File: src/rtl/sopdj_pkg.sv
// ----------------------------------------------------------------------------
// sopdj_pkg: shared types and constants of the stereo one-pole DJ filter
// Sample formats, filter mode codes, register indexes and channel controls.
// ----------------------------------------------------------------------------
package sopdj_pkg;

    localparam int InW   = 20;
    localparam int OutW  = 16;
    localparam int CoefW = 16;
    localparam int GainW = CoefW + 1;
    localparam int CfgAddrW = 1;
    localparam int CfgDataW = CoefW;

    localparam logic [GainW-1:0] GainOne = GainW'(1) << CoefW;

    localparam logic [CfgAddrW-1:0] CFG_FILTER_MODE = 1'd0;
    localparam logic [CfgAddrW-1:0] CFG_POLE_COEF   = 1'd1;

    typedef logic signed [InW-1:0]  t_sample;
    typedef logic signed [OutW-1:0] t_pcm;

    typedef enum logic [1:0] {
        MODE_BYPASS   = 2'd0,
        MODE_LOWPASS  = 2'd1,
        MODE_HIGHPASS = 2'd2
    } t_mode;

    typedef struct packed {
        logic             step;
        t_mode            mode;
        logic [GainW-1:0] gain;
    } t_chan_ctl;

endpackage

File: src/rtl/sopdj_if.sv
// ----------------------------------------------------------------------------
// sopdj_if: stream channels of the stereo one-pole DJ filter
// Input frame channel and result frame channel, valid/ready handshake.
// ----------------------------------------------------------------------------
interface sopdj_in_if import sopdj_pkg::*; ();
    logic    valid;
    logic    ready;
    t_sample mix_left;
    t_sample mix_right;

    modport source (output valid, output mix_left, output mix_right, input ready);
    modport sink   (input valid, input mix_left, input mix_right, output ready);
endinterface

interface sopdj_out_if import sopdj_pkg::*; ();
    logic valid;
    logic ready;
    t_pcm out_left;
    t_pcm out_right;

    modport source (output valid, output out_left, output out_right, input ready);
    modport sink   (input valid, input out_left, input out_right, output ready);
endinterface

File: src/rtl/sopdj_chan.sv
// ----------------------------------------------------------------------------
// sopdj_chan: one channel of the filter
// Low-pass state update, mode select, Q0.15 saturation and result register.
// ----------------------------------------------------------------------------
module sopdj_chan import sopdj_pkg::*; (
    input  logic      i_clk,
    input  logic      i_rst_n,
    input  t_chan_ctl i_ctl,
    input  t_sample   i_x,
    output t_pcm      o_y
);

    t_sample                r_state;
    t_sample                n_state;
    t_pcm                   r_y;
    t_pcm                   n_y;

    logic signed [InW:0]         diff;
    logic signed [InW+GainW:0]   prod;
    logic signed [InW+GainW:0]   rnd;
    logic signed [InW+2:0]       delta;
    logic signed [InW+2:0]       s_wide;
    logic signed [InW:0]         sel;
    logic signed [InW-1:0]       half;
    logic                        filt;

    // s' = s + round(b * (x - s) / 2^16), same as (b*x + a*s) / 2^16
    always_comb begin
        diff   = {i_x[InW-1], i_x} - {r_state[InW-1], r_state};
        prod   = $signed({1'b0, i_ctl.gain}) * diff;
        rnd    = prod + (InW+GainW+1)'(32768);
        delta  = (InW+3)'($signed(rnd[InW+GainW:CoefW]));
        s_wide = delta + (InW+3)'(r_state);
        filt   = (i_ctl.mode == MODE_LOWPASS) || (i_ctl.mode == MODE_HIGHPASS);
        n_state = filt ? s_wide[InW-1:0] : r_state;

        case (i_ctl.mode)
            MODE_LOWPASS:  sel = (InW+1)'(n_state);
            MODE_HIGHPASS: sel = {i_x[InW-1], i_x} - {n_state[InW-1], n_state};
            default:       sel = (InW+1)'(i_x);
        endcase

        half = sel[InW:1];
        if (half[InW-1:OutW-1] == '0 || half[InW-1:OutW-1] == '1) begin
            n_y = half[OutW-1:0];
        end else if (half[InW-1]) begin
            n_y = {1'b1, {(OutW-1){1'b0}}};
        end else begin
            n_y = {1'b0, {(OutW-1){1'b1}}};
        end
    end

    always_ff @(posedge i_clk) begin
        if (!i_rst_n) begin
            r_state <= '0;
        end else if (i_ctl.step) begin
            r_state <= n_state;
        end
        if (i_ctl.step) begin
            r_y <= n_y;
        end
    end

    assign o_y = r_y;

    a_bypass_holds: assert property (@(posedge i_clk) disable iff (!i_rst_n)
        (i_ctl.step && !filt) |=> $stable(r_state))
        else $error("state moved in bypass");

    a_zero_coef_tracks: assert property (@(posedge i_clk) disable iff (!i_rst_n)
        (i_ctl.step && filt && i_ctl.gain == GainOne) |=> (r_state == $past(i_x)))
        else $error("state does not follow input with zero coefficient");

    a_idle_holds: assert property (@(posedge i_clk) disable iff (!i_rst_n)
        !i_ctl.step |=> $stable(r_state))
        else $error("state moved without a step");

endmodule

File: src/rtl/stereo_one_pole_dj_filter.sv
// ----------------------------------------------------------------------------
// stereo_one_pole_dj_filter: stereo one-pole low-pass / high-pass filter
//
//   port      dir  beat
//   i_mix     in   mix_left, mix_right   signed Q3.16 frame
//   o_flt     out  out_left, out_right   signed Q0.15 frame, saturated
//   i_cfg_*   in   index 0 filter_mode, index 1 pole_coef
//
// One frame per cycle sustained while o_flt is ready; a taken beat passes the
// input register, then the state update into the result register, to o_flt.
// The state feedback is one combinational multiply-add per channel.
// Synchronous active-low reset clears both states, mode (bypass) and coef.
// A stalled output holds its beat; the input register still takes one more.
// ----------------------------------------------------------------------------
module stereo_one_pole_dj_filter import sopdj_pkg::*; (
    input  logic                i_clk,
    input  logic                i_rst_n,
    input  logic                i_cfg_wr_en,
    input  logic [CfgAddrW-1:0] i_cfg_addr,
    input  logic [CfgDataW-1:0] i_cfg_wdata,
    sopdj_in_if.sink            i_mix,
    sopdj_out_if.source         o_flt
);

    t_mode            r_mode;
    logic [GainW-1:0] r_gain;
    logic             r_in_vld;
    logic             r_out_vld;
    t_sample          r_x_left;
    t_sample          r_x_right;

    logic             advance;
    logic             accept;
    t_chan_ctl        ctl;

    assign advance     = !r_out_vld || o_flt.ready;
    assign i_mix.ready = !r_in_vld || advance;
    assign accept      = i_mix.valid && i_mix.ready;

    assign ctl = '{step: r_in_vld && advance, mode: r_mode, gain: r_gain};

    always_ff @(posedge i_clk) begin
        if (!i_rst_n) begin
            r_mode    <= MODE_BYPASS;
            r_gain    <= GainOne;
            r_in_vld  <= 1'b0;
            r_out_vld <= 1'b0;
        end else begin
            if (i_cfg_wr_en) begin
                case (i_cfg_addr)
                    CFG_FILTER_MODE: r_mode <= t_mode'(i_cfg_wdata[1:0]);
                    CFG_POLE_COEF:   r_gain <= GainOne - GainW'(i_cfg_wdata);
                    default: ;
                endcase
            end
            if (accept) begin
                r_in_vld <= 1'b1;
            end else if (advance) begin
                r_in_vld <= 1'b0;
            end
            if (advance) begin
                r_out_vld <= r_in_vld;
            end
        end
        if (accept) begin
            r_x_left  <= i_mix.mix_left;
            r_x_right <= i_mix.mix_right;
        end
    end

    sopdj_chan u_left (
        .i_clk   (i_clk),
        .i_rst_n (i_rst_n),
        .i_ctl   (ctl),
        .i_x     (r_x_left),
        .o_y     (o_flt.out_left)
    );

    sopdj_chan u_right (
        .i_clk   (i_clk),
        .i_rst_n (i_rst_n),
        .i_ctl   (ctl),
        .i_x     (r_x_right),
        .o_y     (o_flt.out_right)
    );

    assign o_flt.valid = r_out_vld;

    a_step_fills_out: assert property (@(posedge i_clk) disable iff (!i_rst_n)
        ctl.step |=> r_out_vld)
        else $error("result register not loaded after step");

    a_full_blocks_input: assert property (@(posedge i_clk) disable iff (!i_rst_n)
        (r_in_vld && !advance) |-> !i_mix.ready)
        else $error("input taken while both stages are full");

    a_drain_empties: assert property (@(posedge i_clk) disable iff (!i_rst_n)
        (!r_in_vld && !i_mix.valid && advance) |=> !r_out_vld)
        else $error("result appeared without a beat");

endmodule

File: src/flat_wrapper.sv
// flat-port wrapper written by rule: the top's interface ports become plain ports
module stereo_one_pole_dj_filter_flat import sopdj_pkg::*;
  (i_clk, i_rst_n, i_cfg_wr_en, i_cfg_addr, i_cfg_wdata, i_mix_valid, i_mix_mix_left, i_mix_mix_right, i_mix_ready, o_flt_valid, o_flt_out_left, o_flt_out_right, o_flt_ready);
  sopdj_in_if i_mix_i ();
  sopdj_out_if o_flt_i ();
  input  logic i_clk;
  input  logic i_rst_n;
  input  logic i_cfg_wr_en;
  input  logic [CfgAddrW-1:0] i_cfg_addr;
  input  logic [CfgDataW-1:0] i_cfg_wdata;
  input wire logic [$bits(i_mix_i.valid)-1:0] i_mix_valid;
  input wire logic [$bits(i_mix_i.mix_left)-1:0] i_mix_mix_left;
  input wire logic [$bits(i_mix_i.mix_right)-1:0] i_mix_mix_right;
  output wire logic [$bits(i_mix_i.ready)-1:0] i_mix_ready;
  output wire logic [$bits(o_flt_i.valid)-1:0] o_flt_valid;
  output wire logic [$bits(o_flt_i.out_left)-1:0] o_flt_out_left;
  output wire logic [$bits(o_flt_i.out_right)-1:0] o_flt_out_right;
  input wire logic [$bits(o_flt_i.ready)-1:0] o_flt_ready;
  assign i_mix_i.valid = i_mix_valid;
  assign i_mix_i.mix_left = i_mix_mix_left;
  assign i_mix_i.mix_right = i_mix_mix_right;
  assign i_mix_ready = i_mix_i.ready;
  assign o_flt_valid = o_flt_i.valid;
  assign o_flt_out_left = o_flt_i.out_left;
  assign o_flt_out_right = o_flt_i.out_right;
  assign o_flt_i.ready = o_flt_ready;
  stereo_one_pole_dj_filter u_core (.i_clk(i_clk), .i_rst_n(i_rst_n), .i_cfg_wr_en(i_cfg_wr_en), .i_cfg_addr(i_cfg_addr), .i_cfg_wdata(i_cfg_wdata), .i_mix(i_mix_i), .o_flt(o_flt_i));
endmodule
File: config.mk
export PLATFORM = sky130hd
export DESIGN_NAME = stereo_one_pole_dj_filter_flat
export DESIGN_NICKNAME = d
export VERILOG_FILES = /design/src/rtl/sopdj_pkg.sv /design/src/rtl/sopdj_if.sv /design/src/rtl/sopdj_chan.sv /design/src/rtl/stereo_one_pole_dj_filter.sv /design/src/flat_wrapper.sv
export SDC_FILE = /design/constraint.sdc
export NUM_CORES = 2
export LEC_CHECK = 0
export ABC_AREA = 0
export BUFFER_PORTS_ARGS = -buffer_cell sky130_fd_sc_hd__buf_2
export CELL_PAD_IN_SITES_DETAIL_PLACEMENT = 1
export CELL_PAD_IN_SITES_GLOBAL_PLACEMENT = 1
export CORE_MARGIN = 2
export CORE_UTILIZATION = 30
export CTS_BUF_LIST = sky130_fd_sc_hd__clkbuf_8
export DETAILED_ROUTE_END_ITERATION = 12
export PLACE_DENSITY_LB_ADDON = 0.1
export SLEW_MARGIN = 20
export SYNTH_ARGS = -nofsm -noshare
export SYNTH_HDL_FRONTEND = slang
export SYNTH_SLANG_ARGS = --single-unit
File: constraint.sdc
create_clock -name i_clk -period 37.6 [get_ports i_clk]
set_clock_uncertainty 0.2 [all_clocks]
set_input_delay 3.76 -clock i_clk [delete_from_list [all_inputs] [get_ports i_clk]]
set_output_delay 3.76 -clock i_clk [all_outputs]
set_load 0.005 [all_outputs]
Word level (Yosys, flattened, before mapping)
Cells that the tools add are included.

operators by class
  $add $sub $neg = 9
  multipliers = 2
  eq/ne operators = 4
  multiplexer cells = 10
  bitwise logic cells = 1
  reduce and logical (&&, ||, !) cells = 14

operators with widths
  operator                                             number
  case mux 21 bit (2 select lines)                     2
  subtractor 20 x 20 -> 21 bit                         4
  adder 36 x 17 -> 36 bit (second input constant)      2
  multiplier 18 x 21 -> 36 bit                         2
  two-way mux 16 bit                                   4
  adder 20 bit                                         2
  two-way mux 20 bit                                   2
  subtractor 17 x 16 -> 17 bit (first input constant)  1
  == test 5 bit (second input constant)                2
  logical NOT 5 bit                                    2
  logical OR 1 bit                                     5
  AND reduction 2 bit                                  2
  == test 2 x 1 -> 1 bit (second input constant)       1
  == test 2 bit (second input constant)                1
  logical AND 1 bit                                    2
  logical NOT 1 bit                                    2
  two-way mux 1 bit                                    2
  nonzero test 2 bit                                   1
  inverter 1 bit                                       1

storage, ports and cells
  register bits = 133
  input bits = 62
  output and inout port bits = 34
  logic and storage cells = 50

Logic depth before layout (Yosys ltp)
  depth in word-level cells = 10
  depth in mapped cells = 59
  gate-level depth less buffers = 57

Modules after synthesis
A second synthesis with hierarchy kept.

unflattened totals
  cell total of the unflattened synthesis = 4,296
  area total of the unflattened synthesis = 38,135.3 µm²

by module, submodules not included
  module                        times used  cells an instance  area an instance (µm²)  seq. area each (µm²)
  sopdj_chan at u_core.u_left   1           2,063              17,907.2                880.8
  sopdj_chan at u_core.u_right  1           2,052              17,903.4                880.8
  stereo_one_pole_dj_filter     1           181                2,324.7                 1,621.6

Worst setup path before layout
No wires, ideal clock.

  path kind = flip-flop to flip-flop
  start point = register u_core.r_x_right[0]
  end point = register u_core.u_right.r_y[4] (netlist: u_core.u_right.o_y[4]) (data pin)
  setup time = 0.145 ns
  arrival = 11.859 ns
  data required time = 37.255 ns
  setup slack = 25.396 ns
  cell stages (with the launch flop) = 57
  path buffers = 1
  period minus slack after synthesis = 12.204 ns
  path through = edfxtp_1 -> inv_1 -> ha_1 -> fa_1 -> nor2b_1 -> o31a_1 -> o211ai_1 -> a21oi_1 -> nor2_1 -> o21bai_1 -> a21oi_1 -> xnor2_1 -> and2_1 -> fa_1 -> inv_1 -> fa_1 -> inv_1 -> fa_1 -> [... 21 more ...] -> a31oi_1 -> xnor2_1 -> mux2i_1 -> ha_1 -> o21a_1 -> o21a_1 -> a311o_1 -> a221oi_1 -> o31ai_1 -> o211ai_2 -> inv_1 -> maj3_1 -> a2111o_1 -> a41o_1 -> a311o_1 -> a22o_1 -> buf_2 -> o21ai_1

between the ends
  word-level cells in the longest chain between the ends = 10
  elaborated cells between the ends (all ways) = 12
  classes of those cells = add/sub: 4; mul: 1; eq/ne: 1; mux: 4; reduce/logical: 2

ends and longest elaborated chain
  item                                                       RTL line                         source
  start: declaration                                         stereo_one_pole_dj_filter.sv:30  t_sample r_x_right;
  start signal: assignment                                   stereo_one_pole_dj_filter.sv:67  r_x_right <= i_mix.mix_right;
  subtractor 20 x 20 -> 21 bit                               sopdj_chan.sv:29                 diff = {i_x[InW-1], i_x} - {r_state[InW-1], r_state};
  multiplier 18 x 21 -> 36 bit                               sopdj_chan.sv:30                 prod = $signed({1'b0, i_ctl.gain}) * diff;
  adder 36 x 17 -> 36 bit                                    sopdj_chan.sv:31                 rnd = prod + (InW+GainW+1)'(32768);
  adder 20 bit                                               sopdj_chan.sv:33                 s_wide = delta + (InW+3)'(r_state);
  two-way mux 20 bit                                         sopdj_chan.sv:35                 n_state = filt ? s_wide[InW-1:0] : r_state;
  subtractor 20 x 20 -> 21 bit                               sopdj_chan.sv:39                 MODE_HIGHPASS: sel = {i_x[InW-1], i_x} - {n_state[InW-1], n_state};
  case mux 21 bit (2 select lines) *                         sopdj_chan.sv:37                 case (i_ctl.mode)
  == test 5 bit / logical NOT 5 bit (equally long branches)  sopdj_chan.sv:44                 if (half[InW-1:OutW-1] == '0 || half[InW-1:OutW-1] == '1) begin
  logical OR 1 bit                                           sopdj_chan.sv:44
  two-way mux 16 bit *                                       sopdj_chan.sv:44
  named net u_core.u_right.n_y[4]                            sopdj_chan.sv:16                 t_pcm n_y;
  end signal: assignment                                     sopdj_chan.sv:60                 r_y <= n_y;
  end: declaration                                           sopdj_chan.sv:15                 t_pcm r_y;

The timed path passes the listed nets; every way through them passes the cells marked *.
A chain may end at the register's enable or synchronous reset.

Final worst setup path
  start point = register u_core.r_x_right[0]
  end point = register u_core.u_right.r_y[11] (netlist: u_core.u_right.o_y[11]) (data pin)

Same word-level chain as after synthesis.

==> impl_metrics.json <==
{
  "yosysTopAreaCell": "fa_1",
  "path_delay_family": "compound AO/OA/AOI/OAI gates",
  "slew_headroom": 0.368,
  "finalMaxSlewViolations": 0,
  "core_area_um2": 122000,
  "antenna_found_initial": 6,
  "fin_crit_sh": 0.384,
  "io_pins": 96,
  "grt_pass1_wl_um": 188000,
  "path_class": "flop to flop",
  "cp_slowest_cell": "o21ai_0",
  "place_congestion": 0.779,
  "ys_ff_latch": 133,
  "max_stage_delay_ns": 0.61,
  "cp_max_fo": 17,
  "area_growth_pct": 7.76,
  "place_hpwl_um": 91600,
  "min_path_cells": 2,
  "min-delay-start": "u_core.u_right.r_state[15]",
  "endpoint_kind": "flop",
  "max-cap-violations": 0,
  "post-synth-top-area-fraction": 0.366,
  "hold_viol": 0,
  "clk_latency_ns": 0.64,
  "drt-pass1-iter-count": 5,
  "avgSynthCellArea_um2": 8.83,
  "seq_area_frac_synth": 0.0914,
  "row_count": 128,
  "cts_setup_buffers": 0,
  "yosysWarnings": 0,
  "run_status": "completed",
  "cts_tree": "built",
  "fin_nets": 5267,
  "synthArstFlopShare": 0,
  "num_vias": 27900,
  "critical_path_depth": 56,
  "grt_start_max_net_pins": 62,
  "cts_root_buffer": "clkbuf_8",
  "wl_per_cell_um": 20.2,
  "drive_gt1_frac": 0.0593,
  "rsz0062_at_grt": "false",
  "htreeDepth": 4,
  "die_w_um": 355,
  "synth_flop_cell": "edfxtp_1",
  "worst_slew_pin_slew_ns": 0.948,
  "fin_tns_setup_ns": 0,
  "cts_resized": 0,
  "arrival_ns": 14.65,
  "die_height_um": 355,
  "initial_core_util": 0.303,
  "r2r_slack_ns": 23.18,
  "cp-start-kind": "flop",
  "cts_hold_buf": 0,
  "rr_endpoint": "u_core.u_right.o_y[11]",
  "viasPerCell": 4.76,
  "drt_iter0_markers": 1246,
  "cpMostUsedCell": "inv_1",
  "ant_nets": 0,
  "worstPathRequired_ns": 37.82,
  "final_cell_mix": "878 x inv_1, 675 x fa_1, 455 x nand2_1",
  "wl_um": 118000,
  "netlist_instances": 4194,
  "r2r_cells": 56,
  "clockBufferDepth": 2,
  "setup_viol": 0,
  "synth_edf_count": 72,
  "worstReg2RegStart": "u_core.r_x_right[0]",
  "min_delay_worst_endpoint": "u_core.u_right.r_state[15]",
  "critPathBufInv": 9,
  "syn_area_um2": 37000,
  "overflow": 0,
  "numPortBuffers": 95,
  "synth_cell_types": 87,
  "ys_top_cells_by_area": "fa_1 37%, ha_1 11%, inv_1 8.9%, and2_1 6.5%, edfxtp_1 5.8%",
  "layout_commonest_cell": "inv_1",
  "grt_pass1_vias": 30900,
  "synth_nets": 5257,
  "drc_errors": 0,
  "die_area_um2": 126000,
  "grt_use_total": 0.195,
  "max_freq_mhz": 69.3,
  "clock_sinks": 133,
  "fin_crit_ns": 14.42,
  "fill_cells": 14400,
  "clk_pin_slew_ns": 0.11,
  "numCtsBuffers": 17,
  "hp-class": "flop to flop"
}
[per-layer routing]
metal / up-vias / global-route usage / part of all wire
met4: 0 / 0.0342 / 0.010
met2: 363 / 0.298 / 0.44
met5: - / 0 / 0
met1: 14300 / 0.297 / 0.52
li1: 13100 / - / -
met3: 58 / 0.0232 / 0.035
[how the worst max path moves through the flow]
stage | startpoint | to | slack (ns)
global route | u_core.r_x_right[0] | u_core.u_right.o_y[11] | 22.06
global placement | u_core.r_x_right[0] | u_core.u_right.o_y[3] | 23.14
floorplan | u_core.r_x_right[0] | u_core.u_right.o_y[4] | 25.40
detailed placement | u_core.u_left.r_state[1] | u_core.u_left.o_y[0] | 23.11
CTS | u_core.u_left.r_state[1] | u_core.u_left.o_y[11] | 23.05
finish | u_core.r_x_right[0] | u_core.u_right.o_y[11] | 23.18
[logic make-up (layout without fill, tap and decap cells)]
kind of cell | after synthesis | in the layout | synth area share
simple gates | 1245 | 1245 | 0.170
buf+inv | 1055 | 1078 | 0.108
fa+ha+maj | 1007 | 1007 | 0.477
compound gates | 560 | 560 | 0.107
xor+xnor | 171 | 171 | 0.0412
flops | 133 | 133 | 0.0914
mux | 23 | 23 | 0.00629
other cells | 0 | 5 | 0
[cell usage after synthesis (32+ instances only)]
| master | instances |
|---|---|
| xor2_1 | 41 |
| a21oi_1 | 116 |
| and2_1 | 383 |
| inv_1 | 879 |
| a21o_1 | 36 |
| nor2b_1 | 60 |
| edfxtp_1 | 72 |
| nand3_1 | 32 |
| clkbuf_1 | 157 |
| o21ai_0 | 108 |
| nand2_1 | 455 |
| o21a_1 | 38 |
| nor2_1 | 127 |
| dfxtp_1 | 61 |
| xnor2_1 | 128 |
| or3_1 | 33 |
| nor3_1 | 49 |
| ha_1 | 325 |
| fa_1 | 676 |
| o211a_1 | 32 |
[tightest hold or removal path, stage by stage (launching register included)]
cell and delay, ns:
dfxtp_1 0.34, nand2_1 0.06, a21boi_0 0.07
[final cells by class]
type / count / area [um^2] / share of cell area
Multi-Input combinational cell: 3006 / 29700 / 0.744
Clock inverter: 15 / 201 / 0.00505
Sequential cell: 133 / 3400 / 0.0852
Clock buffer: 17 / 234 / 0.00587
Timing Repair Buffer: 167 / 1020 / 0.0255
Antenna cell: 5 / 12.5 / 0.000314
Inverter: 879 / 3300 / 0.0828
Tap cell: 1625 / 2030 / 0.0510
[registers in the layout, summed over array words and instances (netlist names)]
name                    flops
u_core.r_x_left            20
u_core.r_x_right           20
u_core.u_left.r_state      20
u_core.u_right.r_state     20
u_core.r_gain              17
u_core.u_left.o_y          16
u_core.u_right.o_y         16
u_core.r_mode               2
u_core.o_flt.valid          1
u_core.r_in_vld             1
[per-stage QoR]
step	worst slack, ns	hold WS (ns)	cells	utilization	cell area (um^2)
CTS	23.05	0.311	5842	0.327	39900
floorplan	25.40	0.261	4194	-	37000
global placement	23.14	0.281	5810	0.323	39400
detailed placement	23.11	0.296	5810	0.323	39400
global route	22.06	0.346	5844	0.327	39900
finish	23.18	0.311	5847	0.327	39900
Power is left out: the tool's default activity adds up to more than one toggle a clock period on the data nets, which glitch-free logic cannot reach.
